File: config.mk
export PLATFORM = sky130hd
export DESIGN_NAME = multi_channel_pulse_width_capture_unit_flat
export DESIGN_NICKNAME = d
export VERILOG_FILES = /design/src/hw/rtl/pwc_pkg.sv /design/src/hw/rtl/pwc_req_if.sv /design/src/hw/rtl/pwc_rsp_if.sv /design/src/hw/rtl/pwc_time_store.sv /design/src/hw/rtl/pwc_width_store.sv /design/src/hw/rtl/multi_channel_pulse_width_capture_unit.sv /design/src/flat_wrapper.sv
export SDC_FILE = /design/constraint.sdc
export NUM_CORES = 1
export LEC_CHECK = 0
export ABC_AREA = 1
export ABC_CLOCK_PERIOD_IN_PS = 3100
export BUFFER_PORTS_ARGS = -buffer_cell sky130_fd_sc_hd__buf_2
export CORE_MARGIN = 5
export CORE_UTILIZATION = 40
export CTS_CLUSTER_DIAMETER = 80
export DETAILED_ROUTE_END_ITERATION = 8
export PLACE_DENSITY = 0.51
export SLEW_MARGIN = 5
export SYNTH_ARGS = -nofsm -noshare
export SYNTH_HDL_FRONTEND = slang
export SYNTH_HIERARCHICAL = 1
export SYNTH_SLANG_ARGS = --single-unit
File: constraint.sdc
create_clock -name clock -period 3.1 [get_ports clock]
set_input_delay 0.155 -clock clock [delete_from_list [all_inputs] [get_ports clock]]
set_output_delay 0.155 -clock clock [all_outputs]
set_load 0.01 [all_outputs]
File: src/hw/rtl/pwc_pkg.sv
// ----------------------------------------------------------------------------
// Pulse width capture package
// Request and response payloads, field codes, internal control structs and
// the width arithmetic shared by the capture unit.
// ----------------------------------------------------------------------------
package pwc_pkg;

   // Fixed field widths of the request and response payloads.
   localparam int CH_BITS     = 3;
   localparam int MAX_CH      = 8;
   localparam int TS_BITS     = 16;
   localparam int WIDTH_BITS  = 16;
   localparam int PERIOD_BITS = 16;

   // Request kind codes.
   localparam logic KIND_EDGE = 1'b0;
   localparam logic KIND_POLL = 1'b1;

   // Pin level after an edge.
   localparam logic LEVEL_FALL = 1'b0;
   localparam logic LEVEL_RISE = 1'b1;

   // Timer period after reset.
   localparam logic [PERIOD_BITS-1:0] PERIOD_RESET = 16'hFFFF;

   typedef struct packed {
      logic                kind;
      logic [CH_BITS-1:0]  channel;
      logic                level;
      logic [TS_BITS-1:0]  timestamp;
   } req_type;

   typedef struct packed {
      logic [CH_BITS-1:0]    out_channel;
      logic [WIDTH_BITS-1:0] pulse_width;
      logic                  fresh;
      logic                  last;
   } rsp_type;

   // Edge write into the time store.
   typedef struct packed {
      logic               en;
      logic               rise;
      logic [CH_BITS-1:0] chan;
      logic [TS_BITS-1:0] stamp;
   } edge_wr_type;

   // Per-channel flags that come back with a time store read.
   typedef struct packed {
      logic pending;
      logic rise_valid;
   } ts_flags_type;

   // Width of a pulse, with the rollover correction when the end time is
   // not past the start time. The result is kept modulo 2^16.
   function automatic logic [WIDTH_BITS-1:0] compute_width(
      input logic [PERIOD_BITS-1:0] period,
      input logic [WIDTH_BITS-1:0]  start,
      input logic [WIDTH_BITS-1:0]  stop
   );
      logic [WIDTH_BITS:0] sum;
      sum = {1'b0, period} + {1'b0, stop} - {1'b0, start};
      if (stop > start) begin
         return stop - start;
      end
      return sum[WIDTH_BITS-1:0];
   endfunction

endpackage

File: src/hw/rtl/pwc_req_if.sv
// ----------------------------------------------------------------------------
// Pulse width capture request channel
// Valid/ready channel that carries edge events and poll requests.
// ----------------------------------------------------------------------------
interface pwc_req_if;
   import pwc_pkg::*;

   logic    valid;
   logic    ready;
   req_type payload;

   modport source (output valid, output payload, input ready);
   modport sink (input valid, input payload, output ready);
endinterface

File: src/hw/rtl/pwc_rsp_if.sv
// ----------------------------------------------------------------------------
// Pulse width capture response channel
// Valid/ready channel that carries one channel width per response.
// ----------------------------------------------------------------------------
interface pwc_rsp_if;
   import pwc_pkg::*;

   logic    valid;
   logic    ready;
   rsp_type payload;

   modport source (output valid, output payload, input ready);
   modport sink (input valid, input payload, output ready);
endinterface

File: src/hw/rtl/pwc_time_store.sv
// ----------------------------------------------------------------------------
// Pulse width capture time store
// Start and end time memory per channel with pending and start-valid flags.
// Reads are registered.
// ----------------------------------------------------------------------------
module pwc_time_store #(
   parameter int ACTIVE = 8,
   parameter int CH_W   = 3,
   parameter int TW     = 16
) (
   input  logic                       clock,
   input  logic                       reset,
   input  pwc_pkg::edge_wr_type       edge_wr,
   input  logic                       rd_en,
   input  logic [CH_W-1:0]            rd_addr,
   input  logic                       clr_en,
   input  logic [CH_W-1:0]            clr_addr,
   output logic [TW-1:0]              rd_rise,
   output logic [TW-1:0]              rd_fall,
   output pwc_pkg::ts_flags_type      rd_flags
);
   import pwc_pkg::*;

   logic [TW-1:0]     rise_mem [ACTIVE];
   logic [TW-1:0]     fall_mem [ACTIVE];
   logic [TW-1:0]     rd_rise_ff;
   logic [TW-1:0]     rd_fall_ff;
   ts_flags_type      rd_flags_ff;
   ts_flags_type      rd_flags_in;
   logic [ACTIVE-1:0] pending_ff;
   logic [ACTIVE-1:0] pending_in;
   logic [ACTIVE-1:0] rise_valid_ff;
   logic [ACTIVE-1:0] rise_valid_in;
   logic [CH_W-1:0]   wr_addr;
   logic              wr_rise;
   logic              wr_fall;

   assign wr_addr = edge_wr.chan[CH_W-1:0];
   assign wr_rise = edge_wr.en && (edge_wr.rise == LEVEL_RISE);
   assign wr_fall = edge_wr.en && (edge_wr.rise == LEVEL_FALL);

   // Time memory: written by edge events, read by the poll sequencer.
   always_ff @(posedge clock) begin
      if (wr_rise) begin
         rise_mem[wr_addr] <= edge_wr.stamp[TW-1:0];
      end
      if (wr_fall) begin
         fall_mem[wr_addr] <= edge_wr.stamp[TW-1:0];
      end
      if (rd_en) begin
         rd_rise_ff <= rise_mem[rd_addr];
         rd_fall_ff <= fall_mem[rd_addr];
      end
   end

   // Pending and start-valid flags, and the flags that travel with a read.
   always_comb begin
      pending_in    = pending_ff;
      rise_valid_in = rise_valid_ff;
      rd_flags_in   = rd_flags_ff;
      if (clr_en) begin
         pending_in[clr_addr] = 1'b0;
      end
      if (wr_fall) begin
         pending_in[wr_addr] = 1'b1;
      end
      if (wr_rise) begin
         rise_valid_in[wr_addr] = 1'b1;
      end
      if (rd_en) begin
         rd_flags_in.pending    = pending_ff[rd_addr];
         rd_flags_in.rise_valid = rise_valid_ff[rd_addr];
      end
   end

   always_ff @(posedge clock) begin
      if (reset) begin
         pending_ff    <= '0;
         rise_valid_ff <= '0;
         rd_flags_ff   <= '0;
      end else begin
         pending_ff    <= pending_in;
         rise_valid_ff <= rise_valid_in;
         rd_flags_ff   <= rd_flags_in;
      end
   end

   // A start time that was never written reads as zero.
   assign rd_rise  = rd_flags_ff.rise_valid ? rd_rise_ff : '0;
   assign rd_fall  = rd_fall_ff;
   assign rd_flags = rd_flags_ff;

endmodule

File: src/hw/rtl/pwc_width_store.sv
// ----------------------------------------------------------------------------
// Pulse width capture width store
// Latest measured width per channel. Reads are registered; an
// entry never written reads as zero.
// ----------------------------------------------------------------------------
module pwc_width_store #(
   parameter int ACTIVE = 8,
   parameter int CH_W   = 3
) (
   input  logic                              clock,
   input  logic                              reset,
   input  logic                              rd_en,
   input  logic [CH_W-1:0]                   rd_addr,
   input  logic                              wr_en,
   input  logic [CH_W-1:0]                   wr_addr,
   input  logic [pwc_pkg::WIDTH_BITS-1:0]    wr_data,
   output logic [pwc_pkg::WIDTH_BITS-1:0]    rd_data
);
   import pwc_pkg::*;

   logic [WIDTH_BITS-1:0] width_mem [ACTIVE];
   logic [WIDTH_BITS-1:0] rd_data_ff;
   logic [ACTIVE-1:0]     valid_ff;
   logic [ACTIVE-1:0]     valid_in;
   logic                  rd_valid_ff;
   logic                  rd_valid_in;

   // Width memory.
   always_ff @(posedge clock) begin
      if (wr_en) begin
         width_mem[wr_addr] <= wr_data;
      end
      if (rd_en) begin
         rd_data_ff <= width_mem[rd_addr];
      end
   end

   // Written flags per entry, sampled with each read.
   always_comb begin
      valid_in    = valid_ff;
      rd_valid_in = rd_valid_ff;
      if (wr_en) begin
         valid_in[wr_addr] = 1'b1;
      end
      if (rd_en) begin
         rd_valid_in = valid_ff[rd_addr];
      end
   end

   always_ff @(posedge clock) begin
      if (reset) begin
         valid_ff    <= '0;
         rd_valid_ff <= 1'b0;
      end else begin
         valid_ff    <= valid_in;
         rd_valid_ff <= rd_valid_in;
      end
   end

   assign rd_data = rd_valid_ff ? rd_data_ff : '0;

endmodule

File: src/hw/rtl/multi_channel_pulse_width_capture_unit.sv
// Measures pulse high times on up to eight capture channels. An edge event
// returns no response: a rising edge stores the start time, a falling edge
// stores the end time and marks the channel pending. A poll returns one
// response per active channel, channel 0 first, at one response per cycle
// while the response side is ready; the poll passes through the sequencer,
// the memory read stage and the response register, and the next request is
// taken once the last channel has left the memory read stage. The single
// read port of the time and width memories is walked by the poll sequencer
// one channel per cycle while the response side is ready. Pending widths
// are computed during the walk and written back; a pulse whose end time is
// not past its start time is corrected with the timer period written
// through csr_.
// ----------------------------------------------------------------------------
// Multi-channel pulse width capture unit
// Top level: request decode, poll sequencer, width computation, response
// register and the timer period register.
// ----------------------------------------------------------------------------
module multi_channel_pulse_width_capture_unit #(
   parameter int CHANNELS  = 8,
   parameter int TIME_BITS = 16
) (
   input  logic                              clock,
   input  logic                              reset,
   pwc_req_if.sink                           req_chan,
   pwc_rsp_if.source                         rsp_chan,
   input  logic                              csr_wr_en,
   input  logic [pwc_pkg::PERIOD_BITS-1:0]   csr_wr_data
);
   import pwc_pkg::*;

   localparam int ACTIVE = (CHANNELS < MAX_CH) ? CHANNELS : MAX_CH;
   localparam int CH_W   = (ACTIVE > 1) ? $clog2(ACTIVE) : 1;
   localparam int TW     = (TIME_BITS < TS_BITS) ? TIME_BITS : TS_BITS;
   localparam logic [CH_W-1:0]    LAST_IDX   = CH_W'(ACTIVE - 1);
   localparam logic [CH_BITS:0]   ACTIVE_CNT = (CH_BITS + 1)'(ACTIVE);

   logic [PERIOD_BITS-1:0] period_ff;
   logic [PERIOD_BITS-1:0] period_in;
   logic                   seq_active_ff;
   logic                   seq_active_in;
   logic [CH_W-1:0]        seq_idx_ff;
   logic [CH_W-1:0]        seq_idx_in;
   logic                   s1_valid_ff;
   logic                   s1_valid_in;
   logic [CH_W-1:0]        s1_idx_ff;
   logic [CH_W-1:0]        s1_idx_in;
   logic                   out_valid_ff;
   logic                   out_valid_in;
   rsp_type                out_payload_ff;
   rsp_type                out_payload_in;

   logic                   busy;
   logic                   req_fire;
   logic                   poll_start;
   logic                   out_free;
   logic                   s1_move;
   logic                   rd_en;
   logic                   wb_en;
   edge_wr_type            edge_wr;
   logic [TW-1:0]          rd_rise;
   logic [TW-1:0]          rd_fall;
   ts_flags_type           rd_flags;
   logic [WIDTH_BITS-1:0]  old_width;
   logic [WIDTH_BITS-1:0]  new_width;

   // Request decode. A poll holds off further requests until its walk has
   // left the read stage.
   assign busy           = seq_active_ff || s1_valid_ff;
   assign req_chan.ready = !busy;
   assign req_fire       = req_chan.valid && req_chan.ready;
   assign poll_start     = req_fire && (req_chan.payload.kind == KIND_POLL);

   always_comb begin
      edge_wr       = '0;
      edge_wr.en    = req_fire && (req_chan.payload.kind == KIND_EDGE) &&
                      ({1'b0, req_chan.payload.channel} < ACTIVE_CNT);
      edge_wr.rise  = req_chan.payload.level;
      edge_wr.chan  = req_chan.payload.channel;
      edge_wr.stamp = req_chan.payload.timestamp;
   end

   // Pipeline advance: the read stage moves into the response register when
   // that register is empty or being drained.
   assign out_free = !out_valid_ff || rsp_chan.ready;
   assign s1_move  = s1_valid_ff && out_free;
   assign rd_en    = seq_active_ff && (!s1_valid_ff || s1_move);
   assign wb_en    = s1_move && rd_flags.pending;

   // Poll sequencer and read stage tracking.
   always_comb begin
      seq_active_in = seq_active_ff;
      seq_idx_in    = seq_idx_ff;
      s1_valid_in   = s1_valid_ff;
      s1_idx_in     = s1_idx_ff;
      if (poll_start) begin
         seq_active_in = 1'b1;
         seq_idx_in    = '0;
      end else if (rd_en) begin
         if (seq_idx_ff == LAST_IDX) begin
            seq_active_in = 1'b0;
         end else begin
            seq_idx_in = seq_idx_ff + 1'b1;
         end
      end
      if (rd_en) begin
         s1_valid_in = 1'b1;
         s1_idx_in   = seq_idx_ff;
      end else if (s1_move) begin
         s1_valid_in = 1'b0;
      end
   end

   pwc_time_store #(
      .ACTIVE (ACTIVE),
      .CH_W   (CH_W),
      .TW     (TW)
   ) u_time_store (
      .clock    (clock),
      .reset    (reset),
      .edge_wr  (edge_wr),
      .rd_en    (rd_en),
      .rd_addr  (seq_idx_ff),
      .clr_en   (wb_en),
      .clr_addr (s1_idx_ff),
      .rd_rise  (rd_rise),
      .rd_fall  (rd_fall),
      .rd_flags (rd_flags)
   );

   pwc_width_store #(
      .ACTIVE (ACTIVE),
      .CH_W   (CH_W)
   ) u_width_store (
      .clock   (clock),
      .reset   (reset),
      .rd_en   (rd_en),
      .rd_addr (seq_idx_ff),
      .wr_en   (wb_en),
      .wr_addr (s1_idx_ff),
      .wr_data (new_width),
      .rd_data (old_width)
   );

   // Width of a pending channel, otherwise the stored width.
   assign new_width = rd_flags.pending ?
                      compute_width(period_ff, WIDTH_BITS'(rd_rise), WIDTH_BITS'(rd_fall)) :
                      old_width;

   // Response register.
   always_comb begin
      out_valid_in   = out_valid_ff;
      out_payload_in = out_payload_ff;
      if (s1_move) begin
         out_valid_in               = 1'b1;
         out_payload_in.out_channel = CH_BITS'(s1_idx_ff);
         out_payload_in.pulse_width = new_width;
         out_payload_in.fresh       = rd_flags.pending;
         out_payload_in.last        = (s1_idx_ff == LAST_IDX);
      end else if (rsp_chan.ready) begin
         out_valid_in = 1'b0;
      end
   end

   assign rsp_chan.valid   = out_valid_ff;
   assign rsp_chan.payload = out_payload_ff;

   // Timer period register.
   assign period_in = csr_wr_en ? csr_wr_data : period_ff;

   always_ff @(posedge clock) begin
      if (reset) begin
         period_ff     <= PERIOD_RESET;
         seq_active_ff <= 1'b0;
         seq_idx_ff    <= '0;
         s1_valid_ff   <= 1'b0;
         s1_idx_ff     <= '0;
         out_valid_ff  <= 1'b0;
      end else begin
         period_ff     <= period_in;
         seq_active_ff <= seq_active_in;
         seq_idx_ff    <= seq_idx_in;
         s1_valid_ff   <= s1_valid_in;
         s1_idx_ff     <= s1_idx_in;
         out_valid_ff  <= out_valid_in;
      end
   end

   always_ff @(posedge clock) begin
      out_payload_ff <= out_payload_in;
   end

endmodule
File: src/flat_wrapper.sv
// flat-port wrapper written by rule: the top's interface ports become plain ports
module multi_channel_pulse_width_capture_unit_flat import pwc_pkg::*;
#(
   parameter int CHANNELS  = 8,
   parameter int TIME_BITS = 16
)
  (clock, reset, csr_wr_en, csr_wr_data, req_chan_valid, req_chan_payload, req_chan_ready, rsp_chan_valid, rsp_chan_payload, rsp_chan_ready);
  pwc_req_if req_chan_i ();
  pwc_rsp_if rsp_chan_i ();
  input  logic clock;
  input  logic reset;
  input  logic csr_wr_en;
  input  logic [pwc_pkg::PERIOD_BITS-1:0] csr_wr_data;
  input wire logic [$bits(req_chan_i.valid)-1:0] req_chan_valid;
  input wire logic [$bits(req_chan_i.payload)-1:0] req_chan_payload;
  output wire logic [$bits(req_chan_i.ready)-1:0] req_chan_ready;
  output wire logic [$bits(rsp_chan_i.valid)-1:0] rsp_chan_valid;
  output wire logic [$bits(rsp_chan_i.payload)-1:0] rsp_chan_payload;
  input wire logic [$bits(rsp_chan_i.ready)-1:0] rsp_chan_ready;
  assign req_chan_i.valid = req_chan_valid;
  assign req_chan_i.payload = req_chan_payload;
  assign req_chan_ready = req_chan_i.ready;
  assign rsp_chan_valid = rsp_chan_i.valid;
  assign rsp_chan_payload = rsp_chan_i.payload;
  assign rsp_chan_i.ready = rsp_chan_ready;
  multi_channel_pulse_width_capture_unit #(.CHANNELS(CHANNELS), .TIME_BITS(TIME_BITS)) u_core (.clock(clock), .reset(reset), .req_chan(req_chan_i), .rsp_chan(rsp_chan_i), .csr_wr_en(csr_wr_en), .csr_wr_data(csr_wr_data));
endmodule
==> impl_metrics.toml <==
[run_status]
status = "complete, no violations"

[layout]
fin_nets = 2318
fin_cells = 3021
insertedDiodeCount = 0
synthToLayoutAreaGrowth_pct = 15.6
drive_gt1_frac = 0.119
fill_cells = 5149

[hold_path]
min_from = "csr_wr_en"
min_path_type = "in2reg"

[floorplanning]
start_util = 0.405
die_area_um2 = 60700
die_h_um = 246
coreArea_um2 = 55200
rows = 86
ios = 65
die_w_um = 246

[worst_setup_path]
critPathLaunchType = "register"
worstSetupPathType = "reg2reg"
cp.required_ps = 3420
r2r-start = "u_core/u_time_store/rd_flags[0]"
worst-path-buf-inv = 3
path_cells = "buf_12 > nand2_1 > inv_1 > fa_1 > inv_1 > ha_1 > or2_2 > nand3b_1 > nand2_1 > nand2_1 > nand2_1 > nand2_1 > nand3_1 > nand3_2 > nand2_4"
crit_path_end_kind = "register"
worstPathArrival_ps = 3240
crit_slowest_cell = "fa_1"
slowest_delay_ps = 510
cp_common_cell = "nand2_1"
critPathTopFamily = "simple AND/OR/NAND/NOR gates"
crit_fanout = 16
startpoint = "u_core/u_time_store/rd_flags[0]"

[logic_synthesis]
synth_area_um2 = 22300
yosysSeqAreaShare = 0.656
syn_inst = 2095
yosysTopAreaCell = "edfxtp_1"
ys_warn_count = 6
synth_area_per_cell_um2 = 10.7
syn_nets = 2187
synth_top_area_frac = 0.609
synth_cell_types = 44
ys_seq_elements = 505
synth_area_leaders = "edfxtp_1 (61%), nand2_1 (7.1%), dfxtp_1 (4.7%)"

[place]
place_inst = 2876
preCtsSetupSlack_ps = -91.8
gp_congestion = 0.889
io_buffer_count = 64
dp_hpwl_um = 36100

[drt]
remaining_drc_errors = 0
dr.pass1.iters = 5
viasPerCell = 5.01
wire_per_inst_um = 19.3
via_count = 15100
finalWirelength_um = 58300
first_iter_violations = 1043
ant_nets = 0

[grt]
grt_pass1_vias = 14700
groute.usage.overall = 0.190
grt_max_degree = 137
grt_remaining_overflow = 0
grt_pass1_wl_um = 88500
antenna_found_initial = 1

[timing]
max-slew-margin-rel = 0.439
finalCriticalPeriod_ps = 2920
slew_violations = 0
finalSetupViolations = 0
worst_slack_ps = 180
max_freq_mhz = 343
whs_ps = 72.4
rsz0062_at_grt = "no"
min_period_over_period = 0.942
tightest_slew_ps = 841
skew_ps = 30.2
hold_viol = 0

[clock_tree]
cts_tree = "done"
cts.reportedPaths.clkPinSlew_ps = 60
cts_inserted_buffers = 55
cts_sinks = 505
cts-root-buf = "clkbuf_16"
clk_latency_ps = 610
cts_buffer_depth = 3
htree_levels = 2

[power]
power_density_nw_per_um2 = 593
ir_worst_vdd_mv = 0.594
power_leakage_uw = 0.0101

[run]
max_cap_violations = 0
==> worst reg2reg max path, cell delays in order, from the launching register on <==
cell      delay, ps
dfxtp_1         330
buf_12          160
nand2_1          60
inv_1            80
fa_1            510
inv_1            40
ha_1            360
or2_2           300
nand3b_1         90
nand2_1         130
nand2_1         110
nand2_1          60
nand2_1          50
nand3_1         120
nand3_2         150
nand2_4         100
==> kinds of logic after synthesis <==
kind of cell / share of synthesized area
fa+ha+maj: 0.0334
simple gates: 0.145
buf+inv: 0.0652
compound gates: 0.0941
xor+xnor: 0.00627
flops: 0.656
==> synth_stat cells, drive strengths merged <==
cell type,instances
and2,4
inv,248
nor2,259
o21bai,1
o22ai,96
ha,34
or2,3
xor2,8
o21a,2
nand4,8
dfxtp,52
nand3,74
o21ai,230
nor4,2
nand2,436
and3,1
edfxtp,453
xnor2,8
fa,16
nand3b,1
nor3,9
a21oi,56
clkinv,4
clkbuf,39
o211ai,1
buf,50
==> power breakdown <==
group / internal (uW) / switching, uW / total [uW]
clock: 3540 / 2600 / 6140
sequential: 7550 / 70.6 / 7620
combinational: 507 / 1040 / 1550
==> per-layer routing <==
layer / GRT usage / vias to the layer above / share of wire
li1: - / 7380 / -
met1: 0.262 / 7379 / 0.45
met2: 0.321 / 300 / 0.48
met3: 0.0226 / 86 / 0.038
met4: 0.0520 / 0 / 0.026
met5: 0 / - / 0
==> per-stage QoR <==
stage	utilization	power [uW]	cell area, um2	setup TNS, ps
floorplan	-	8750	22300	0
global placement	0.428	9260	23600	-710
detailed placement	0.428	9260	23600	-1320
CTS	0.466	15500	25700	0
global route	0.468	16000	25800	0
finish	0.468	15300	25800	0
==> final cells by class <==
| class | count | area, um2 | share of cell area |
|---|---|---|---|
| clock buffers | 82 | 1510 | 0.0584 |
| clock inverters | 22 | 193 | 0.00746 |
| inverters | 252 | 951 | 0.0368 |
| multi-input cells | 1249 | 6350 | 0.246 |
| flip-flops and latches | 505 | 14700 | 0.568 |
| well taps | 748 | 936 | 0.0362 |
| repair buffers | 163 | 1230 | 0.0476 |
==> path summary, 6_finish.rpt <==
| check | end | slack [ps] | cells past startpoint |
|---|---|---|---|
| min | u_core/period_ff[15] | 70 | 3 |
| max | u_core/u_width_store/width_mem[7][10] | 180 | 15 |
| min reg2reg | u_core/u_time_store/rise_valid_ff[6] | 460 | 2 |
| max reg2reg | u_core/u_width_store/width_mem[7][10] | 180 | 15 |
==> flip-flops by register name, indices dropped and copies added (netlist names) <==
signal / flops
u_core/rsp_chan.payload: 21
u_core/period_ff: 16
u_core/seq_active_ff: 1
u_core/u_time_store/rise_valid_ff: 8
u_core/u_time_store/rd_fall: 16
u_core/u_time_store/fall_mem: 128
u_core/u_time_store/rise_mem: 128
u_core/u_width_store/valid_ff: 8
u_core/seq_idx_ff: 3
u_core/u_time_store/rd_rise_ff: 16
u_core/u_time_store/rd_flags: 2
u_core/u_width_store/rd_valid_ff: 1
u_core/s1_valid_ff: 1
u_core/u_width_store/width_mem: 128
u_core/u_time_store/pending_ff: 8
u_core/s1_idx_ff: 3
u_core/u_width_store/rd_data_ff: 16
u_core/rsp_chan.valid: 1
==> what timing repair did <==
| item | CTS | global route |
|---|---|---|
| gates resized for setup | 2 | 22 |
| setup buffers | 0 | 0 |
| hold endpoints to repair | 292 | 0 |
| setup endpoints to repair | 18 | 111 |
| hold buffers | 41 | 0 |
==> cell usage in the layout, fill, tap and decap left out, types with 11 or more instances in the layout <==
cell / Yosys / layout
o21ai_1: 23 / 22
nor2_1: 255 / 244
fa_1: 16 / 15
a21oi_1: 54 / 51
clkbuf_1: 32 / 24
clkbuf_16: 0 / 55
nor2_2: 0 / 11
nand2_1: 422 / 411
edfxtp_1: 453 / 453
nand2_2: 11 / 20
buf_2: 29 / 64
clkinv_1: 4 / 11
o22ai_1: 96 / 96
ha_1: 34 / 32
nand3_1: 72 / 69
dfxtp_1: 52 / 49
o21ai_0: 202 / 202
dlygate4sd3_1: 0 / 41
inv_1: 242 / 241
buf_4: 5 / 53
No activity file was read; power rests on OpenSTA's default activity.
